<file path="src/hw/rtl/fsca_pkg.sv">
// Shared types, codes and the cell update rule of the fire spread automaton.
package fsca_pkg;

    typedef logic [1:0] cell_t;
    typedef logic [1:0] opcode_t;

    localparam int COORD_W = 5;
    typedef logic [COORD_W-1:0] coord_t;

    localparam opcode_t OP_WRITE = 2'd0;
    localparam opcode_t OP_READ  = 2'd1;
    localparam opcode_t OP_STEP  = 2'd2;

    localparam cell_t CELL_INTACT  = 2'd0;
    localparam cell_t CELL_BURNING = 2'd1;
    localparam cell_t CELL_BURNED  = 2'd2;

    // Classified command: coordinates already wrapped onto the grid, value saturated
    typedef struct packed {
        opcode_t op;
        coord_t  row;
        coord_t  col;
        cell_t   value;
    } cmd_t;

    // Intact catches fire from any burning neighbor, burning burns out
    function automatic cell_t next_cell(input cell_t center, input logic fire_near);
        cell_t result;
        if (center == CELL_INTACT && fire_near)
        begin
            result = CELL_BURNING;
        end
        else if (center == CELL_BURNING)
        begin
            result = CELL_BURNED;
        end
        else
        begin
            result = center;
        end
        return result;
    endfunction

endpackage

</file>
<file path="src/hw/rtl/fsca_if.sv">
// Valid/ready channel interfaces for commands and responses.
interface fsca_in_if;
    logic       valid;
    logic       ready;
    logic [1:0] opcode;
    logic [4:0] row;
    logic [4:0] col;
    logic [1:0] cell_value;

    modport source (output valid, output opcode, output row, output col,
                    output cell_value, input ready);
    modport sink   (input valid, input opcode, input row, input col,
                    input cell_value, output ready);
endinterface


</file>
<file path="src/hw/rtl/fsca_front.sv">
// Command front end: accept, classify and queue commands for the engine.
module fsca_front #(
    parameter int GRID_SIDE = 32
) (
    input  logic           clk,
    input  logic           rst_n,
    fsca_in_if.sink        cmd,
    input  logic           hold,
    output fsca_pkg::cmd_t q_cmd,
    output logic           q_valid,
    input  logic           q_ready
);
    import fsca_pkg::*;

    localparam int TBL_N = 2 ** COORD_W;

    coord_t     wrap_tbl [TBL_N];
    cmd_t       q_mem_reg [2];
    logic       wr_ptr_reg;
    logic       wr_ptr_next;
    logic       rd_ptr_reg;
    logic       rd_ptr_next;
    logic [1:0] count_reg;
    logic [1:0] count_next;
    logic       accept;
    logic       push;
    logic       pop;
    cmd_t       entry;

    // Wrap table: coordinate modulo grid side, folded at elaboration
    for (genvar i = 0; i < TBL_N; i++)
    begin : g_wrap
        assign wrap_tbl[i] = COORD_W'(i % GRID_SIDE);
    end

    assign cmd.ready = (count_reg != 2'd2) && !hold;
    assign accept    = cmd.valid && cmd.ready;
    // Drop the unused opcode
    assign push      = accept && (cmd.opcode == OP_WRITE || cmd.opcode == OP_READ ||
                                  cmd.opcode == OP_STEP);
    assign q_valid   = (count_reg != 2'd0);
    assign pop       = q_valid && q_ready;
    assign q_cmd     = q_mem_reg[rd_ptr_reg];

    always_comb
    begin
        entry.op    = cmd.opcode;
        entry.row   = wrap_tbl[cmd.row];
        entry.col   = wrap_tbl[cmd.col];
        entry.value = (cmd.cell_value > CELL_BURNED) ? CELL_BURNED : cmd.cell_value;
    end

    always_comb
    begin
        wr_ptr_next = push ? ~wr_ptr_reg : wr_ptr_reg;
        rd_ptr_next = pop ? ~rd_ptr_reg : rd_ptr_reg;
        count_next  = count_reg + {1'b0, push} - {1'b0, pop};
    end

    always_ff @(posedge clk or negedge rst_n)
    begin
        if (!rst_n)
        begin
            wr_ptr_reg <= 1'b0;
            rd_ptr_reg <= 1'b0;
            count_reg  <= 2'd0;
        end
        else
        begin
            wr_ptr_reg <= wr_ptr_next;
            rd_ptr_reg <= rd_ptr_next;
            count_reg  <= count_next;
        end
    end

    always_ff @(posedge clk)
    begin
        if (push)
        begin
            q_mem_reg[wr_ptr_reg] <= entry;
        end
    end

endmodule

</file>
<file path="src/flat_wrapper.sv">
// flat-port wrapper written by rule: the top's interface ports become plain ports
module fsca_front_flat import fsca_pkg::*;
#(
    parameter int GRID_SIDE = 32
)
  (clk, rst_n, hold, q_cmd, q_valid, q_ready, cmd_valid, cmd_opcode, cmd_row, cmd_col, cmd_cell_value, cmd_ready);
  fsca_in_if cmd_i ();
  input  logic clk;
  input  logic rst_n;
  input  logic hold;
  output fsca_pkg::cmd_t q_cmd;
  output logic q_valid;
  input  logic q_ready;
  input wire logic [$bits(cmd_i.valid)-1:0] cmd_valid;
  input wire logic [$bits(cmd_i.opcode)-1:0] cmd_opcode;
  input wire logic [$bits(cmd_i.row)-1:0] cmd_row;
  input wire logic [$bits(cmd_i.col)-1:0] cmd_col;
  input wire logic [$bits(cmd_i.cell_value)-1:0] cmd_cell_value;
  output wire logic [$bits(cmd_i.ready)-1:0] cmd_ready;
  assign cmd_i.valid = cmd_valid;
  assign cmd_i.opcode = cmd_opcode;
  assign cmd_i.row = cmd_row;
  assign cmd_i.col = cmd_col;
  assign cmd_i.cell_value = cmd_cell_value;
  assign cmd_ready = cmd_i.ready;
  fsca_front #(.GRID_SIDE(GRID_SIDE)) u_core (.clk(clk), .rst_n(rst_n), .cmd(cmd_i), .hold(hold), .q_cmd(q_cmd), .q_valid(q_valid), .q_ready(q_ready));
endmodule
</file>
<file path="config.mk">
export PLATFORM = sky130hd
export DESIGN_NAME = fsca_front_flat
export DESIGN_NICKNAME = d
export VERILOG_FILES = /design/src/hw/rtl/fsca_pkg.sv /design/src/hw/rtl/fsca_if.sv /design/src/hw/rtl/fsca_front.sv /design/src/flat_wrapper.sv
export SDC_FILE = /design/constraint.sdc
export NUM_CORES = 1
export LEC_CHECK = 0
export BUFFER_PORTS_ARGS = -buffer_cell sky130_fd_sc_hd__buf_2
export CORE_MARGIN = 1.5
export CORE_UTILIZATION = 29
export CTS_CLUSTER_SIZE = 30
export DETAILED_ROUTE_END_ITERATION = 12
export GPL_ROUTABILITY_DRIVEN = 0
export HOLD_SLACK_MARGIN = 0.05
export MAX_ROUTING_LAYER = met4
export SLEW_MARGIN = 5
export SYNTH_ARGS = -nofsm -noshare
export SYNTH_HDL_FRONTEND = slang
export SYNTH_SLANG_ARGS = --single-unit
</file>
<file path="constraint.sdc">
create_clock -name clk -period 1.9 [get_ports clk]
set_input_delay 0.095 -clock clk [delete_from_list [all_inputs] [get_ports clk]]
set_output_delay 0.095 -clock clk [all_outputs]
set_load 0.02 [all_outputs]
</file>
==> metrics.md <==
| Metric | Value |
|---|---|
| Status | finished clean |
| Pwr dens | roughly 1300 nW/µm² |
| Clock Path Buffers | 2 |
| Layout fillers | 393 |
| Pre-CTS setup slack | ~0.13 ns |
| Worst-margin pin slew | 0.267 ns |
| Cell Area, Synth | 1250 µm² |
| Slew margin rel. | ~80% |
| Detailed Place HPWL | approximately 1.6 mm |
| DIE WIDTH | 68.8 µm |
| WL/cell | around 12 µm |
| Die Ht | between 60 and 70 µm |
| DRT Wirelength | between 2 and 2.5 mm |
| Setup tns final | 0 ns |
| First-pass GRT wire length | 3.35 mm |
| Final Slew Violations | 0 |
| Root Driver | clkbuf_8 |
| Top cells by area, synth | edfxtp_1 (67%), mux2_2 (13%), dfrtp_1 (8.0%) |
| # placed instances | between 150 and 200 |
| R2r startpoint | u_core.count_reg[1] |
| Synth warn | 0 |
| Hold path startpoint | q_ready |
| I/O pin count | 35 |
| Overall via count from detail_route | 729 |
| Initial Util | 30.7% |
| Number of port buffers | 34 |
| Syn Nets | 86 |
| Row cnt | 23 |
| Syn Area/Cell | between 15 and 20 µm² |
| Cell Chain, Critical Path | or2_1 > and2_4 > ha_1 > inv_1 > ha_1 > xnor2_1 > xnor2_1 |
| Synth area leader | edfxtp_1 |
| FF-to-FF setup slack | approximately 0.12 ns |
| Core footprint | about 4100 µm² |
| Post_cts resized | 0 |
| Worst min path class | in -> reg |
| Initial antenna violation count | 0 |
| Area grow syn2layout | 39.7% |
| TritonCTS clock tree | done |
| Crit Reg-Reg Endpoint | u_core.count_reg[1] |
| Number of flip-flops in the largest register | 28 |
| Kind of critical path | reg -> reg |
| Final Instance Count excl. Fillers | approximately 170 |
| Clk sinks | 32 |
| Maximum clock rate | 562 MHz |
| Data required, critical path | around 2.1 ns |
| # Post-CTS Setup Buffers | 0 |
| Final hold slack | approximately 0.12 ns |
| Worst-Skew Late Latency | 0.28 ns |
| Number of storage elements in the synthesis netlist | 32 |
| Largest net degree at the start of global routing | 14 |
| Antenna viol nets, final | 0 |
| Worst vdd ir | roughly 690 µV |
| Clk pin slew, worst setup/hold paths | approximately 0.070 ns |
| CP Capture Type | register |
| Vias in the first global route | ~770 |
| Max_cap viols | 0 |
| Crit path launch type | register |
| Ant. Diodes | 0 |
| CP max stage delay | between 0.4 and 0.5 ns |
| RSZ-0062 raised after global routing | false |
| WHS Endpoint | u_core.rd_ptr_reg |
| Static leakage | 0.696 nW |
| GR Util All Layers | a little over a tenth |
| Top cell type's share of synthesized area | about two thirds |
| Cts hold-fix bufs | 14 |
| Crit-path max FO | 4 |
| Top cells by count, synth | edfxtp_1 (28), mux2_2 (14), dfrtp_1 (4) |
| Vias/cell | 4.21 |
| Register area share after synthesis | about three quarters |
| # DRC | 0 |
| FFs w/ async S/R, synth | between 10% and 20% |
| Fin. Hold Viols | 0 |
| H-tree levels | 2 |
| Layout cell share with drive strength beyond 1 | about half |
| Number of enable flip-flop cells after synthesis | 28 |
| Data arrival time of the worst path | ~2.0 ns |
| Setup violators final | 0 |
| Yosys cell types | 17 |
| Most common cell in the netlist | edfxtp_1 |
| Hold depth | 3 |
| Max Clock Skew | ~0.008 ns |
| Reg2Reg Depth | 7 |
| Fin crit period | about 1.8 ns |
| Num CTS Buffers | 5 |
| Design Area, Final | ~1800 µm² |
| Post-Synthesis Cells | 65 |
| Slowest CP cell | dfrtp_1 |
| Ys flop type | edfxtp_1 |
| Die area | roughly 4700 µm² |
| Setup slack after layout | 0.122 ns |
| Placed inst area | around 1500 µm² |
| Initial DRC Count | 8 |
| Final #Nets | 143 |
| Grt ovf | 0 |
| Drt first pass iters | 5 |
| Final period util | 93.6% |
==> worst max-delay path, delay by kind of cell (launching register included) <==
| kind | cells | cell delay (ns) |
|---|---|---|
| and+or+nand+nor | 2 | 0.44 |
| adders and majority gates | 2 | 0.44 |
| DFF | 1 | 0.44 |
| xor gates and xnor gates | 2 | 0.35 |
| buffers and inverters | 1 | 0.04 |
==> how the worst max path moves through the flow <==
stage,endpoint,from
after floorplan,u_core.q_mem_reg[0][0],u_core.count_reg[0]
after global placement,u_core.count_reg[1],u_core.count_reg[1]
after detailed placement,u_core.count_reg[1],u_core.count_reg[1]
after CTS,u_core.count_reg[1],u_core.count_reg[1]
after global routing,u_core.count_reg[1],u_core.count_reg[1]
final,u_core.count_reg[1],u_core.count_reg[1]
==> through the flow <==
step / utilization, % / total power [W]
after floorplan: - / 0.00145
after global placement: 36.8 / 0.00163
after detailed placement: 36.8 / 0.00166
after CTS: 42.9 / 0.00231
after global routing: 42.9 / 0.00239
final: 42.9 / 0.00227
==> logic make-up (layout without fill, tap and decap cells) <==
| logic type | after synthesis | after routing | synth area share, % |
|---|---|---|---|
| AOI/OAI and AO/OA | 3 | 3 | 2.79 |
| xor gates and xnor gates | 4 | 4 | 2.79 |
| adders and majority gates | 2 | 2 | 1.99 |
| buffers and inverters | 5 | 63 | 2.19 |
| DFF | 32 | 32 | 75.0 |
| muxes | 14 | 14 | 12.6 |
| and+or+nand+nor | 5 | 5 | 2.69 |
==> area by class of cell <==
cell class                 instances  area [µm²]  share of cell area [%]
inverter                           2        7.51                   0.428
tap                               50        62.6                    3.57
sequential                        32         941                    53.7
timing repair buffer              53         348                    19.8
clock buffer                       6        72.6                    4.14
multi-input combinational         28         287                    16.3
clock inverter                     2        35.0                    2.00
==> where the power goes <==
group | internal (W) | switching, W | total [W]
clock | 0.000389 | 0.000234 | 0.000622
sequential | 0.000878 | 0.0000544 | 0.000932
combinational | 0.000327 | 0.000391 | 0.000718
==> placed cells by master (no fill, tap or decap) <==
master and instances:
buf_2 34, edfxtp_1 28, mux2_2 14, dlygate4sd3_1 14, clkbuf_8 5, buf_4 5
dfrtp_1 4, inv_1 2, nor2b_1 2, xnor2_1 2, xor2_1 2, ha_1 2
a21oi_1 1, a21bo_1 1, a211oi_4 1, or2_1 1, and2_1 1, and2_4 1
bufinv_16 1, clkbuf_1 1, clkinv_2 1
==> routing by layer <==
layer | vias to the layer above | global-route usage (%) | wire, µm
met5 | - | - | 0
met4 | 0 | 5.15 | 38
met3 | 4 | 4.87 | 113
met2 | 23 | 18.1 | 1110
met1 | 349 | 10.7 | 887
li1 | 353 | - | -
Power figures use the tool's default switching activity.
